==> src/hdl/dahl_pkg.sv <==
// ----------------------------------------------------------------------------
// dahl_pkg
// types, constants and helpers shared by the dose average history log
// ----------------------------------------------------------------------------
package dahl_pkg;

    localparam int HISTORY_POINTS_DEF = 64;
    localparam int WINDOW_PERIOD      = 5;
    localparam int SECS_RANGE         = 64;
    localparam int SECS_MULTS         = (SECS_RANGE - 1) / WINDOW_PERIOD + 1;
    localparam logic [7:0] COUNT_LIMIT = 8'd255;
    localparam int DIV_STEPS          = 32;

    localparam logic [1:0] CMD_TICK  = 2'd0;
    localparam logic [1:0] CMD_READ  = 2'd1;
    localparam logic [1:0] CMD_CLEAR = 2'd2;

    typedef struct packed {
        logic [1:0]  cmd;
        logic [5:0]  seconds;
        logic [31:0] dose_sample;
        logic [31:0] date_now;
        logic [5:0]  entry_index;
    } in_t;

    typedef struct packed {
        logic [31:0] entry_dose;
        logic [31:0] entry_date;
        logic        changed;
    } out_t;

    typedef struct packed {
        logic [31:0] dose;
        logic [31:0] date;
    } entry_t;

    typedef enum logic [1:0] {
        ST_IDLE,
        ST_DIVIDE,
        ST_ROTATE,
        ST_FINISH
    } state_t;

    // true when the seconds value closes a window
    function automatic logic is_window_end(input logic [5:0] secs);
        logic hit;
        hit = 1'b0;
        for (int i = 0; i < SECS_MULTS; i++) begin
            if (secs == 6'(i * WINDOW_PERIOD)) begin
                hit = 1'b1;
            end
        end
        return hit;
    endfunction

endpackage

==> src/hdl/dahl_cell.sv <==
// ----------------------------------------------------------------------------
// dahl_cell
// one history entry of the shift chain, loads its neighbour when shifting
// ----------------------------------------------------------------------------
module dahl_cell
    import dahl_pkg::*;
(
    input  logic   aclk,
    input  logic   aresetn,
    input  logic   shift_en,
    input  entry_t d_in,
    output entry_t q
);

    entry_t q_reg;

    always_ff @(posedge aclk) begin
        if (!aresetn) begin
            q_reg <= '0;
        end else if (shift_en) begin
            q_reg <= d_in;
        end
    end

    assign q = q_reg;

endmodule

==> config.mk <==
export PLATFORM = sky130hd
export DESIGN_NAME = dahl_cell
export DESIGN_NICKNAME = d
export VERILOG_FILES = /design/src/hdl/dahl_pkg.sv /design/src/hdl/dahl_cell.sv
export SDC_FILE = /design/constraint.sdc
export NUM_CORES = 1
export LEC_CHECK = 0
export BUFFER_PORTS_ARGS = -buffer_cell sky130_fd_sc_hd__buf_2
export CORE_ASPECT_RATIO = 0.5
export CORE_MARGIN = 10
export CORE_UTILIZATION = 48
export DETAILED_ROUTE_END_ITERATION = 8
export PLACE_DENSITY = 0.85
export SLEW_MARGIN = 10
export SYNTH_ARGS = -nofsm -noshare
export SYNTH_HDL_FRONTEND = slang
export SYNTH_SLANG_ARGS = --single-unit
==> constraint.sdc <==
create_clock -name aclk -period 2.1 [get_ports aclk]
set_input_delay 0.105 -clock aclk [delete_from_list [all_inputs] [get_ports aclk]]
set_output_delay 0.105 -clock aclk [all_outputs]
set_load 0.05 [all_outputs]
==> run metrics <==
status=completed; fillcell total=395; Routability Congestion=0.7114; Worst R2R Setup Slack=1.44 ns; initial core utilization=0.4970; worst-path fanout max=2; number of I/O pins=131; post-CTS resize count=0; full die area=8538 sq um; Hold Path End=q[32]$_SDFFE_PN0P_; Hold Startpoint=d_in[32]; floorplan core area=4932 sq um; vias in the first global route=1,936; post-synthesis cell count=206; number of max-cap violations=0; CTS Sinks=64; Die Ht=70.53 microns; later-pin clock latency in the skew report=0.32 ns; Final Setup Violations=0; Unique masters post-synth=7; H-tree Lvls=3; Reg clk slew, reported paths=0.06 ns; largest net degree at the start of global routing=65; worst path arrival time=0.94 ns; synth warn=0; final hold violation count=0; final period utilization=0.4992; diodes inserted=0; initial DRC count=62; flops & latches, synth=64; fmax=953.8 MHz; via count=1,851; Power Density=851.5 nW/um^2; CTS max path bufs=2; Max Slew Vio Count=0; clock skew=0 ns; Layout Area Growth over Synthesis=32.62%; port bufs=130; Worst Path Required=2.00 ns; Hold Buf Count CTS=0; cell total after placement=394; length of the first detailed-routing pass in iterations=6; Post-CTS Setup Inserts=0; min Tclk post-route=1.048 ns; share of layout cells above drive strength 1=0.4273; HP Class=in2reg; CP bufs+invs=1; crit-path cells=buf_2; CP Class=reg2out; grt total ovfl=0; routed len/inst=15.16 microns; Top delay family on crit path=flip-flops; crit end category=primary output; total CTS buffers=9; Peak VDD IR=573.0 uV; Slowest cell on crit path=dfxtp_1; DRC errors left=0; Pleak=1.699 nW; die width=121.1 microns; sequential area share after synthesis=0.5227; drt total wl=6.171 mm; Largest register FFs=64; FP Rows=18; CTS tree=done; most frequent cells in the layout=buf_2 (129), mux2i_1 (64), nor2b_1 (64), dfxtp_1 (64), clkbuf_8 (11); RSZ-0062 raised after global routing=no; root buffer cell=clkbuf_8; Worst R2R Start=q[24]$_SDFFE_PN0P_; delay of the slowest critical-path stage=0.35 ns; final HPWL from detailed placement=4.800 mm; routed vias/inst=4.548; R2R cell count=2; commonest non-fill, non-tap cell in the layout=buf_2; Reg2Reg Capture Point=q[24]$_SDFFE_PN0P_; antenna violations before repair=0; Layout Nets=402; setup TNS=0 ns; Worst-Margin Slew=0.8310 ns; post-synthesis net count=273; Syn Area/Cell=11.90 sq um; CP startpoint kind=flip-flop; antenna-violating nets left=0; Netlist Area Pre-Place=2451 sq um; first-pass GRT wire length=9.591 mm; Overall Global Routing Usage=0.1413; slew margin rel.=0.4460; Finished Layout Cells=407; Hold Crit Depth=3
-- routing by layer --
layer	global-route usage	share of wire	vias to the layer above
met2	0.2671	0.56	59
li1	-	-	934
met1	0.1241	0.35	854
met4	0.05851	0.011	0
met3	0.07363	0.080	4
met5	0	0	-
-- Yosys cell counts --
cell type	n	area share
buf_6	1	0.0046
buf_8	6	0.037
clkbuf_1	6	0.0092
clkbuf_2	1	0.0020
dfxtp_1	64	0.52
mux2i_1	64	0.26
nor2b_1	64	0.16
-- where the power goes --
group / internal (mW) / leakage [nW] / switching, mW / total [mW]
combinational: 0.186 / 1.09 / 0.387 / 0.573
clock: 0.471 / 0.0842 / 0.402 / 0.873
sequential: 1.29 / 0.529 / 0.0341 / 1.32
total: 1.94 / 1.70 / 0.823 / 2.77
-- cell families (layout without fill, tap and decap cells) --
group         Yosys count  in the layout  synth area share
simple gates           64             64            0.1633
buf+inv                14            145           0.05258
flops                  64             64            0.5227
mux                    64             64            0.2614
-- cell type report --
type,instances,area (sq um),area share
Clock buffer,12,155.1,0.04773
Clock inverter,1,5.005,0.001540
Multi-Input combinational cell,128,1041,0.3202
Sequential cell,64,1281,0.3941
Tap cell,70,87.58,0.02694
Timing Repair Buffer,132,680.7,0.2094
-- stage by stage --
stage                     hold WS (ns)  total power [mW]  cell area (sq um)  utilization  setup slack (ns)
after floorplan                 0.2745             1.773               2451            -             1.197
after global placement          0.3598             1.909               3090       0.6266            0.8573
after detailed placement        0.3718             1.926               3090       0.6266            0.8144
after CTS                      0.02532             2.801               3251       0.6591             1.029
after global routing           0.02642             2.892               3251       0.6591            0.9993
final                          0.03993             2.768               3251       0.6591             1.052
-- how the worst max path moves through the flow --
stage                                  start                 end  slack [ns]  cells past startpoint
after detailed placement            shift_en  q[41]$_SDFFE_PN0P_        0.81                      4
after floorplan            q[0]$_SDFFE_PN0P_   q[0]$_SDFFE_PN0P_        1.20                      2
after global placement              shift_en  q[34]$_SDFFE_PN0P_        0.86                      4
final                     q[24]$_SDFFE_PN0P_               q[24]        1.05                      1
after global routing      q[24]$_SDFFE_PN0P_               q[24]         1.0                      1
after CTS                 q[24]$_SDFFE_PN0P_               q[24]        1.03                      1
Power figures use the tool's default switching activity.
