## src/hdl/dahl_pkg.sv

```systemverilog
// ----------------------------------------------------------------------------
// dahl_pkg
// types, constants and helpers shared by the dose average history log
// ----------------------------------------------------------------------------
package dahl_pkg;

    localparam int HISTORY_POINTS_DEF = 64;
    localparam int WINDOW_PERIOD      = 5;
    localparam int SECS_RANGE         = 64;
    localparam int SECS_MULTS         = (SECS_RANGE - 1) / WINDOW_PERIOD + 1;
    localparam logic [7:0] COUNT_LIMIT = 8'd255;
    localparam int DIV_STEPS          = 32;

    localparam logic [1:0] CMD_TICK  = 2'd0;
    localparam logic [1:0] CMD_READ  = 2'd1;
    localparam logic [1:0] CMD_CLEAR = 2'd2;

    typedef struct packed {
        logic [1:0]  cmd;
        logic [5:0]  seconds;
        logic [31:0] dose_sample;
        logic [31:0] date_now;
        logic [5:0]  entry_index;
    } in_t;

    typedef struct packed {
        logic [31:0] entry_dose;
        logic [31:0] entry_date;
        logic        changed;
    } out_t;

    typedef struct packed {
        logic [31:0] dose;
        logic [31:0] date;
    } entry_t;

    typedef enum logic [1:0] {
        ST_IDLE,
        ST_DIVIDE,
        ST_ROTATE,
        ST_FINISH
    } state_t;

    // true when the seconds value closes a window
    function automatic logic is_window_end(input logic [5:0] secs);
        logic hit;
        hit = 1'b0;
        for (int i = 0; i < SECS_MULTS; i++) begin
            if (secs == 6'(i * WINDOW_PERIOD)) begin
                hit = 1'b1;
            end
        end
        return hit;
    endfunction

endpackage

```

## src/hdl/dahl_div.sv

```systemverilog
// ----------------------------------------------------------------------------
// dahl_div
// restoring divider, 32-bit sum by 8-bit count, one quotient bit per cycle
// ----------------------------------------------------------------------------
module dahl_div
    import dahl_pkg::*;
(
    input  logic        aclk,
    input  logic        aresetn,
    input  logic        start,
    input  logic [31:0] dividend,
    input  logic [7:0]  divisor,
    output logic        done,
    output logic [31:0] quotient
);

    localparam int STEP_W = $clog2(DIV_STEPS);

    logic              busy_reg;
    logic              done_reg;
    logic [STEP_W-1:0] step_reg;
    logic [31:0]       quo_reg;
    logic [7:0]        rem_reg;
    logic [7:0]        div_reg;
    logic [8:0]        trial;
    logic              fits;

    assign trial = {rem_reg, quo_reg[31]};
    assign fits  = (trial >= {1'b0, div_reg});

    always_ff @(posedge aclk) begin
        if (!aresetn) begin
            busy_reg <= 1'b0;
            done_reg <= 1'b0;
        end else begin
            done_reg <= 1'b0;
            if (start) begin
                busy_reg <= 1'b1;
            end else if (busy_reg && (step_reg == STEP_W'(DIV_STEPS - 1))) begin
                busy_reg <= 1'b0;
                done_reg <= 1'b1;
            end
        end
    end

    always_ff @(posedge aclk) begin
        if (start) begin
            step_reg <= '0;
            quo_reg  <= dividend;
            rem_reg  <= '0;
            div_reg  <= divisor;
        end else if (busy_reg) begin
            step_reg <= step_reg + 1'b1;
            quo_reg  <= {quo_reg[30:0], fits};
            rem_reg  <= fits ? 8'(trial - {1'b0, div_reg}) : trial[7:0];
        end
    end

    assign done     = done_reg;
    assign quotient = quo_reg;

endmodule

```

## config.mk

```make
export PLATFORM = sky130hd
export DESIGN_NAME = dahl_div
export DESIGN_NICKNAME = d
export VERILOG_FILES = /design/src/hdl/dahl_pkg.sv /design/src/hdl/dahl_div.sv
export SDC_FILE = /design/constraint.sdc
export NUM_CORES = 1
export LEC_CHECK = 0
export BUFFER_PORTS_ARGS = -buffer_cell sky130_fd_sc_hd__buf_4
export CAP_MARGIN = 20
export CORE_MARGIN = 10
export CORE_UTILIZATION = 47
export CTS_BUF_LIST = sky130_fd_sc_hd__clkbuf_4 sky130_fd_sc_hd__clkbuf_8
export DETAILED_ROUTE_END_ITERATION = 12
export MAX_ROUTING_LAYER = met4
export PLACE_DENSITY = 0.73
export SYNTH_ARGS = -nofsm -noshare
export SYNTH_HDL_FRONTEND = slang
export SYNTH_SLANG_ARGS = --single-unit
```

## constraint.sdc

```tcl
create_clock -name aclk -period 3.8 [get_ports aclk]
set_input_delay 0.95 -clock aclk [delete_from_list [all_inputs] [get_ports aclk]]
set_output_delay 0.95 -clock aclk [all_outputs]
set_load 0.05 [all_outputs]
```

==> impl_results.html, run 1 <==
<table>
<tr><th>Metric</th><th>Value</th></tr>
<tr><th colspan="2">Power and ir drop</th></tr>
<tr><td>Net Sw Power</td><td>503.8 µW</td></tr>
<tr><td>Max IR drop VDD</td><td>0.2111 mV</td></tr>
<tr><td>Overall power of the completed layout</td><td>1513 µW</td></tr>
<tr><td>Power per cell area</td><td>444.4 mW/mm²</td></tr>
<tr><td>Share of power burned in the clock network</td><td>0.225</td></tr>
<tr><td>Share of power burned in registers</td><td>0.492</td></tr>
<tr><td>Leakage power of the design</td><td>0.001392 µW</td></tr>
<tr><td>Cell internal power dissipation</td><td>1010 µW</td></tr>
<tr><td>Combinational power share</td><td>0.284</td></tr>
<tr><td>Switching part of the total</td><td>0.3329</td></tr>
<tr><th colspan="2">Critical path</th></tr>
<tr><td>Cells along the critical path</td><td>inv_1, ha_1, fa_1, nand2b_1, a2111oi_0, a311oi_1, a21o_1, a311oi_2</td></tr>
<tr><td>Setup crit end kind</td><td>register</td></tr>
<tr><td>CP required</td><td>4030 ps</td></tr>
<tr><td>Path type of the worst setup path</td><td>reg2reg</td></tr>
<tr><td>Largest stage delay, worst path</td><td>420 ps</td></tr>
<tr><td>Sort of element at the start of the critical path</td><td>register</td></tr>
<tr><td>Slowest CP cell</td><td>sky130_fd_sc_hd__a2111oi_0</td></tr>
<tr><td>Largest fanout on the critical path</td><td>3</td></tr>
<tr><td>Arrival time worst endpoint</td><td>2520 ps</td></tr>
<tr><th colspan="2">Timing</th></tr>
<tr><td>Final hold vios</td><td>0</td></tr>
<tr><td>Worst Max-Slew Pin Slew</td><td>669.5 ps</td></tr>
<tr><td>PnR worst setup slack</td><td>1501 ps</td></tr>
<tr><td>Max-slew violation count</td><td>0</td></tr>
<tr><td>Post-route clock skew</td><td>8.962 ps</td></tr>
<tr><td>Relative slew slack</td><td>0.5537</td></tr>
<tr><td>Total Negative Setup Slacks</td><td>0 ps</td></tr>
<tr><td>Minimum period implied by the final worst setup slack</td><td>2299 ps</td></tr>
<tr><td>Post-route fraction of the period consumed by the critical path</td><td>0.6050</td></tr>
<tr><td>Highest clock rate</td><td>435.0 MHz</td></tr>
<tr><td>Final setup violation count</td><td>0</td></tr>
<tr><td>RSZ-0062 raised after global routing</td><td>false</td></tr>
<tr><th colspan="2">GRT</th></tr>
<tr><td>Aggregate global-route resource usage</td><td>0.1288</td></tr>
<tr><td>Number of antenna violations at the first check in global routing</td><td>0</td></tr>
<tr><td>Maximum number of pins on one net before global-route repair</td><td>56</td></tr>
<tr><td>First-pass GRT wire length</td><td>9121 µm</td></tr>
<tr><td>Number of global-route vias before repair</td><td>1,801</td></tr>
<tr><td>GRT Residual Overflow</td><td>0</td></tr>
<tr><th colspan="2">Detailed routing</th></tr>
<tr><td>Total wire length</td><td>5962 µm</td></tr>
<tr><td>First-pass DRT Iterations</td><td>4</td></tr>
<tr><td>Initial drt markers</td><td>156</td></tr>
<tr><td>Via density per instance</td><td>5.151</td></tr>
<tr><td>Number of remaining DRC errors</td><td>0</td></tr>
<tr><td>Wire length per cell after detailed routing</td><td>16.70 µm</td></tr>
<tr><td>Via count</td><td>1,839</td></tr>
<tr><td>Count of nets left with antenna violations after detail routing</td><td>0</td></tr>
<tr><th colspan="2">Clock tree</th></tr>
<tr><td>H-tree levels</td><td>2</td></tr>
<tr><td>Hold-fix buffers at CTS</td><td>0</td></tr>
<tr><td>Post-CTS setup buffer count</td><td>0</td></tr>
<tr><td>CTS tree</td><td>yes</td></tr>
<tr><td>Post-cts repair resize count</td><td>0</td></tr>
<tr><td>Clock edge transition at the registers on the reported setup and hold paths</td><td>100 ps</td></tr>
<tr><td>Clock tree sinks</td><td>55</td></tr>
<tr><td>Number of buffers on the longest clock path</td><td>2</td></tr>
<tr><td>Cts bufs inserted</td><td>5</td></tr>
<tr><td>Clock latency at the later pin of the worst-skew pair</td><td>310 ps</td></tr>
<tr><td>Clock root buffer</td><td>sky130_fd_sc_hd__clkbuf_8</td></tr>
<tr><th colspan="2">Final layout</th></tr>
<tr><td>Area of combinational cells with multiple inputs</td><td>0.001095 mm²</td></tr>
<tr><td>Flip-flop count of the largest register after layout</td><td>32</td></tr>
<tr><td>Sequential cell area in the final layout</td><td>0.001501 mm²</td></tr>
<tr><td>Area overhead of the layout relative to synthesis</td><td>26.25%</td></tr>
<tr><td>Nets</td><td>338</td></tr>
<tr><td>Antenna cells</td><td>0</td></tr>
<tr><td>Highest-count cells in the layout ignoring fill and taps</td><td>sky130_fd_sc_hd__buf_4 (76), sky130_fd_sc_hd__edfxtp_1 (40), sky130_fd_sc_hd__mux2_2 (31)</td></tr>
<tr><td>Layout fillers</td><td>468</td></tr>
<tr><td>Share of post-route cells with drive strength above 1</td><td>0.4421</td></tr>
<tr><td>Leading cell type in the layout, fill and taps excluded</td><td>sky130_fd_sc_hd__buf_4</td></tr>
<tr><th colspan="2">Synthesis</th></tr>
<tr><td>FF+latch count, synth</td><td>55</td></tr>
<tr><td>Number of different library cells in the post-synthesis netlist</td><td>46</td></tr>
<tr><td>Most area-hungry cell type in the Yosys netlist</td><td>sky130_fd_sc_hd__edfxtp_1</td></tr>
<tr><td>Area of the mapped netlist</td><td>0.002698 mm²</td></tr>
<tr><td>Leading post-synthesis cells by cell area</td><td>sky130_fd_sc_hd__edfxtp_1 (45%), sky130_fd_sc_hd__mux2_2 (13%), sky130_fd_sc_hd__dfxtp_1 (11%)</td></tr>
<tr><td>Post-synthesis async set-or-reset flop share</td><td>0</td></tr>
<tr><td>Count of flip-flops with a built-in enable after synthesis</td><td>40</td></tr>
<tr><td>Synth Area per Inst</td><td>12.97 µm²</td></tr>
<tr><td>Share of the yosys chip area belonging to registers</td><td>0.5566</td></tr>
<tr><td>Warnings from Yosys</td><td>0</td></tr>
<tr><td>Most used flip-flop cell after synthesis</td><td>sky130_fd_sc_hd__edfxtp_1</td></tr>
<tr><td>Total nets after synthesis</td><td>262</td></tr>
<tr><td>Number of standard cells after synthesis</td><td>208</td></tr>
<tr><td>Area share of the largest cell type after synthesis</td><td>0.4453</td></tr>
<tr><th colspan="2">Floorplan</th></tr>
<tr><td>Number of I/O pins</td><td>76</td></tr>
<tr><td>Area of the core</td><td>0.005540 mm²</td></tr>
<tr><td>Die ar.</td><td>0.009170 mm²</td></tr>
<tr><td>Horiz. Die Dim</td><td>95.76 µm</td></tr>
<tr><td>Initial core utilization</td><td>0.4869</td></tr>
<tr><td>Die Span Y</td><td>95.76 µm</td></tr>
<tr><td>Core Rows</td><td>27</td></tr>
<tr><th colspan="2">Placed design</th></tr>
<tr><td>Placer congestion estimate</td><td>0.8025</td></tr>
<tr><td>Detailed placer's ending HPWL</td><td>4492 µm</td></tr>
<tr><td>Port Buf Inserts</td><td>75</td></tr>
<tr><td>Minimum setup slack after placement</td><td>1260 ps</td></tr>
<tr><th colspan="2">Status</th></tr>
<tr><td>Outcome</td><td>finished, final reports clean</td></tr>
<tr><th colspan="2">Hold path</th></tr>
<tr><td>Worst min-delay path category</td><td>reg2reg</td></tr>
<tr><th colspan="2">Job</th></tr>
<tr><td>Max_cap viols</td><td>0</td></tr>
</table>
synthesized netlist by cell type (3+ instances only):
master                     number
sky130_fd_sc_hd__ha_1          10
sky130_fd_sc_hd__xor2_1         4
sky130_fd_sc_hd__a21oi_1        5
sky130_fd_sc_hd__xnor2_1        3
sky130_fd_sc_hd__o21ai_1        3
sky130_fd_sc_hd__edfxtp_1      40
sky130_fd_sc_hd__nand2b_1       4
sky130_fd_sc_hd__nand2_1        7
sky130_fd_sc_hd__a311oi_1       4
sky130_fd_sc_hd__mux2_2        31
sky130_fd_sc_hd__nand3_1        5
sky130_fd_sc_hd__nor2_1        15
sky130_fd_sc_hd__clkbuf_1       3
sky130_fd_sc_hd__inv_1         14
sky130_fd_sc_hd__a21o_1         3
sky130_fd_sc_hd__dfxtp_1       15
sky130_fd_sc_hd__nand4_1        4
routing by layer:
layer	GRT usage	share of wire	up-vias
met5	-	0	-
li1	-	-	926
met2	0.2020	0.50	46
met4	0.04423	0.0097	0
met1	0.1598	0.43	862
met3	0.03035	0.060	5
final timing paths:
check	from	end	slack, ps	cells past startpoint
worst max-delay path	quotient[31]	rem_reg[6]	1500	8
worst min register to register	step_reg[3]	step_reg[3]	520	2
worst max register to register	quotient[31]	rem_reg[6]	1500	8
worst min-delay path	step_reg[3]	step_reg[3]	520	2
per-stage QoR:
stage | area (µm²) | utilization | hold WS [ps] | instances
CTS | 3406 | 0.6147 | 517.6 | 357
detailed placement | 3309 | 0.5973 | 502.9 | 349
finish | 3406 | 0.6147 | 521.1 | 357
global placement | 3309 | 0.5973 | 480.1 | 349
floorplan | 2698 | - | 467.1 | 208
global route | 3406 | 0.6147 | 546.8 | 357
cell type report:
class / instances / area share
clock buffers: 5 / 0.02021
clock inverters: 3 / 0.008082
inverters: 14 / 0.01543
multi-input cells: 132 / 0.3215
flip-flops and latches: 55 / 0.4409
well taps: 72 / 0.02645
repair buffers: 76 / 0.1675
critical path: cells and delay by family, from the launching register on:
kind / cells / cell delay (ps)
simple gates: 1 / 200
buf+inv: 1 / 60
flops: 1 / 400
compound gates: 4 / 920
fa+ha+maj: 2 / 630
logic make-up after synthesis:
family | share of synthesized area
flops | 0.5566
simple gates | 0.09091
compound gates | 0.1016
mux | 0.1368
buf+inv | 0.03757
fa+ha+maj | 0.05380
xor+xnor | 0.02273
power by group through the flow:
stage	clock [µW]	combinational [µW]	sequential [µW]
CTS	352	432	745
global route	373	461	752
floorplan	0	177	877
global placement	0	425	757
finish	340	429	744
detailed placement	0	430	759
No activity file was read; power rests on OpenSTA's default activity.
==> run 2: changes to the inputs <==
- ABC_AREA: not set -> 1
- PLACE_DENSITY: 0.73 -> 0.76
- clock period: 3.8 -> 2 ns (I/O delays scaled with it)
==> run 2 against run 1 <==
  * Sequential power is 87% higher
  * Combinational power increased by 66%
  * Register-to-register slack got worse by 1200 ps
  * First-iteration DRC count down 5.1%
  * Largest cell class unchanged
  * Highest routed layer unchanged
==> impl_results.html, run 2 <==
<table>
<tr><th>Metric</th><th>Value</th></tr>
<tr><th colspan="2">Final layout</th></tr>
<tr><td>Area overhead of the layout relative to synthesis</td><td>27.84%</td></tr>
<tr><td>Highest-count cells in the layout ignoring fill and taps</td><td>sky130_fd_sc_hd__nand2_1 (151), sky130_fd_sc_hd__buf_4 (79), sky130_fd_sc_hd__edfxtp_1 (40)</td></tr>
<tr><td>Share of post-route cells with drive strength above 1</td><td>0.2443</td></tr>
<tr><td>Antenna cells</td><td>0</td></tr>
<tr><td>Leading cell type in the layout, fill and taps excluded</td><td>sky130_fd_sc_hd__nand2_1</td></tr>
<tr><td>Nets</td><td>446</td></tr>
<tr><td>Flip-flop count of the largest register after layout</td><td>32</td></tr>
<tr><td>Non-filler instance count after layout</td><td>465</td></tr>
<tr><td>Layout fillers</td><td>478</td></tr>
<tr><th colspan="2">Detailed routing</th></tr>
<tr><td>Total wire length</td><td>6574 µm</td></tr>
<tr><td>Number of remaining DRC errors</td><td>0</td></tr>
<tr><td>Initial drt markers</td><td>148</td></tr>
<tr><td>Count of nets left with antenna violations after detail routing</td><td>0</td></tr>
<tr><td>Wire length per cell after detailed routing</td><td>14.14 µm</td></tr>
<tr><td>First-pass DRT Iterations</td><td>4</td></tr>
<tr><td>Via count</td><td>2,272</td></tr>
<tr><td>Via density per instance</td><td>4.886</td></tr>
<tr><th colspan="2">Critical path</th></tr>
<tr><td>CP required</td><td>2200 ps</td></tr>
<tr><td>Largest fanout on the critical path</td><td>3</td></tr>
<tr><td>Arrival time worst endpoint</td><td>1920 ps</td></tr>
<tr><td>Largest stage delay, worst path</td><td>440 ps</td></tr>
<tr><td>Sort of element at the start of the critical path</td><td>register</td></tr>
<tr><td>Cell with the most instances on the worst path</td><td>sky130_fd_sc_hd__nand2_1</td></tr>
<tr><td>Slowest CP cell</td><td>sky130_fd_sc_hd__fa_1</td></tr>
<tr><td>Path type of the worst setup path</td><td>reg2reg</td></tr>
<tr><td>Worst path top cell family by delay</td><td>adder cells</td></tr>
<tr><td>Cells along the critical path</td><td>inv_1, ha_1, fa_1, o21bai_1, xnor2_1, nand2_1, nand3_1, nand2_1</td></tr>
<tr><td>Number of buffer and inverter stages on the critical path</td><td>1</td></tr>
<tr><td>Setup crit end kind</td><td>register</td></tr>
<tr><th colspan="2">GRT</th></tr>
<tr><td>Maximum number of pins on one net before global-route repair</td><td>37</td></tr>
<tr><td>Number of global-route vias before repair</td><td>2,235</td></tr>
<tr><td>GRT Residual Overflow</td><td>0</td></tr>
<tr><td>Aggregate global-route resource usage</td><td>0.1506</td></tr>
<tr><td>First-pass GRT wire length</td><td>10,590 µm</td></tr>
<tr><td>Number of antenna violations at the first check in global routing</td><td>0</td></tr>
<tr><th colspan="2">Placed design</th></tr>
<tr><td>Minimum setup slack after placement</td><td>176.2 ps</td></tr>
<tr><td>Port Buf Inserts</td><td>75</td></tr>
<tr><td>Total instance count after detailed placement</td><td>457</td></tr>
<tr><td>Placer congestion estimate</td><td>0.8982</td></tr>
<tr><td>Detailed placer's ending HPWL</td><td>5112 µm</td></tr>
<tr><th colspan="2">Clock tree</th></tr>
<tr><td>Number of buffers on the longest clock path</td><td>2</td></tr>
<tr><td>CTS tree</td><td>yes</td></tr>
<tr><td>Clock edge transition at the registers on the reported setup and hold paths</td><td>90 ps</td></tr>
<tr><td>Hold-fix buffers at CTS</td><td>0</td></tr>
<tr><td>Post-CTS setup buffer count</td><td>0</td></tr>
<tr><td>Cts bufs inserted</td><td>5</td></tr>
<tr><td>Clock latency at the later pin of the worst-skew pair</td><td>300 ps</td></tr>
<tr><td>H-tree levels</td><td>2</td></tr>
<tr><td>Clock tree sinks</td><td>55</td></tr>
<tr><td>Clock root buffer</td><td>sky130_fd_sc_hd__clkbuf_8</td></tr>
<tr><th colspan="2">Floorplan</th></tr>
<tr><td>Initial core utilization</td><td>0.4902</td></tr>
<tr><td>Area of the core</td><td>0.005574 mm²</td></tr>
<tr><td>Die Span Y</td><td>96.25 µm</td></tr>
<tr><td>Horiz. Die Dim</td><td>96.25 µm</td></tr>
<tr><td>Number of I/O pins</td><td>76</td></tr>
<tr><td>Die ar.</td><td>0.009264 mm²</td></tr>
<tr><td>Core Rows</td><td>27</td></tr>
<tr><th colspan="2">Timing</th></tr>
<tr><td>PnR worst setup slack</td><td>277.1 ps</td></tr>
<tr><td>Worst Max-Slew Pin Slew</td><td>425.3 ps</td></tr>
<tr><td>Relative slew slack</td><td>0.7162</td></tr>
<tr><td>Total Negative Setup Slacks</td><td>0 ps</td></tr>
<tr><td>Max-slew violation count</td><td>0</td></tr>
<tr><td>Final hold vios</td><td>0</td></tr>
<tr><td>Highest clock rate</td><td>580.4 MHz</td></tr>
<tr><td>Post-route fraction of the period consumed by the critical path</td><td>0.8614</td></tr>
<tr><td>Post-route clock skew</td><td>7.803 ps</td></tr>
<tr><td>Worst hold-check slack</td><td>367.6 ps</td></tr>
<tr><td>Minimum period implied by the final worst setup slack</td><td>1723 ps</td></tr>
<tr><td>RSZ-0062 raised after global routing</td><td>false</td></tr>
<tr><td>Final setup violation count</td><td>0</td></tr>
<tr><th colspan="2">Power and ir drop</th></tr>
<tr><td>Share of power burned in registers</td><td>0.505</td></tr>
<tr><td>Cell internal power dissipation</td><td>1876 µW</td></tr>
<tr><td>Leakage power of the design</td><td>0.001771 µW</td></tr>
<tr><td>Max IR drop VDD</td><td>0.5262 mV</td></tr>
<tr><td>Net Sw Power</td><td>872.4 µW</td></tr>
<tr><td>Switching part of the total</td><td>0.3174</td></tr>
<tr><td>Combinational power share</td><td>0.259</td></tr>
<tr><td>Power per cell area</td><td>786.7 mW/mm²</td></tr>
<tr><td>Share of power burned in the clock network</td><td>0.236</td></tr>
<tr><th colspan="2">Synthesis</th></tr>
<tr><td>Warnings from Yosys</td><td>0</td></tr>
<tr><td>Number of standard cells after synthesis</td><td>314</td></tr>
<tr><td>Area share of the largest cell type after synthesis</td><td>0.4396</td></tr>
<tr><td>Most used flip-flop cell after synthesis</td><td>sky130_fd_sc_hd__edfxtp_1</td></tr>
<tr><td>Leading post-synthesis cells by cell area</td><td>sky130_fd_sc_hd__edfxtp_1 (44%), sky130_fd_sc_hd__nand2_1 (21%), sky130_fd_sc_hd__dfxtp_1 (11%)</td></tr>
<tr><td>Share of the yosys chip area belonging to registers</td><td>0.5495</td></tr>
<tr><td>Top-count cell post-synth</td><td>sky130_fd_sc_hd__nand2_1</td></tr>
<tr><td>FF+latch count, synth</td><td>55</td></tr>
<tr><td>Number of different library cells in the post-synthesis netlist</td><td>31</td></tr>
<tr><td>Synth Area per Inst</td><td>8.703 µm²</td></tr>
<tr><td>Post-synthesis async set-or-reset flop share</td><td>0</td></tr>
<tr><td>Synth top cells by count</td><td>sky130_fd_sc_hd__nand2_1 (151), sky130_fd_sc_hd__edfxtp_1 (40), sky130_fd_sc_hd__inv_1 (31)</td></tr>
<tr><td>Most area-hungry cell type in the Yosys netlist</td><td>sky130_fd_sc_hd__edfxtp_1</td></tr>
<tr><td>Count of flip-flops with a built-in enable after synthesis</td><td>40</td></tr>
<tr><td>Total nets after synthesis</td><td>368</td></tr>
<tr><td>Area of the mapped netlist</td><td>0.002733 mm²</td></tr>
<tr><th colspan="2">Job</th></tr>
<tr><td>Max_cap viols</td><td>0</td></tr>
<tr><th colspan="2">Hold path</th></tr>
<tr><td>Worst min-delay path category</td><td>in2reg</td></tr>
<tr><th colspan="2">Status</th></tr>
<tr><td>Outcome</td><td>finished, final reports clean</td></tr>
</table>
==> run 2: repair_timing <==
item,CTS,global route
gates resized for setup,0,1
endpoints found under the hold margin,0,0
setup endpoints to repair,0,3
==> run 2: power groups by stage <==
| stage | clock [µW] | sequential, µW | combinational [µW] |
|---|---|---|---|
| after global placement | 0 | 1410 | 711 |
| after global routing | 726 | 1400 | 771 |
| after CTS | 667 | 1390 | 719 |
| after floorplan | 0 | 1640 | 235 |
| final | 648 | 1390 | 711 |
| after detailed placement | 0 | 1410 | 718 |
==> run 2: path summary, 6_finish.rpt <==
path / from / to / slack [ps] / cells after the start
max: quotient[31] / rem_reg[4] / 280 / 8
min: divisor[2] / div_reg[2] / 370 / 1
max reg2reg: quotient[31] / rem_reg[4] / 280 / 8
min reg2reg: rem_reg[5] / rem_reg[5] / 480 / 2
==> run 2: kinds of logic (layout without fill, tap and decap cells) <==
group,after synthesis,count (layout),synth area share
adders and majority gates,11,11,0.05311
xor gates and xnor gates,3,3,0.009617
DFF,55,55,0.5495
and+or+nand+nor,191,191,0.2981
AOI/OAI and AO/OA,13,13,0.03022
buffers and inverters,41,120,0.05952
==> run 2: area by class of cell <==
class,count,area [µm²],area share
inverter,32,120.1,0.03438
sequential,55,1501,0.4298
clock inverter,1,8.758,0.002507
timing repair buffer,80,613.1,0.1755
clock buffer,7,90.09,0.02579
tap,72,90.09,0.02579
multi-input combinational,218,1070,0.3062
==> run 2: metal layers <==
metal	routed length, µm	track usage	share of wire	vias to the layer above
li1	-	-	-	1163
met4	89	0.03931	0.014	0
met2	2826	0.2096	0.43	90
met1	3139	0.2029	0.48	1010
met5	0	-	0	-
met3	520	0.05214	0.079	9
==> run 2: stage by stage <==
step | power (µW) | utilization | instance area [µm²]
after floorplan | 1876 | - | 2733
after global placement | 2122 | 0.6088 | 3393
after detailed placement | 2131 | 0.6088 | 3393
after CTS | 2775 | 0.6265 | 3492
after global routing | 2898 | 0.6267 | 3493
final | 2748 | 0.6267 | 3493
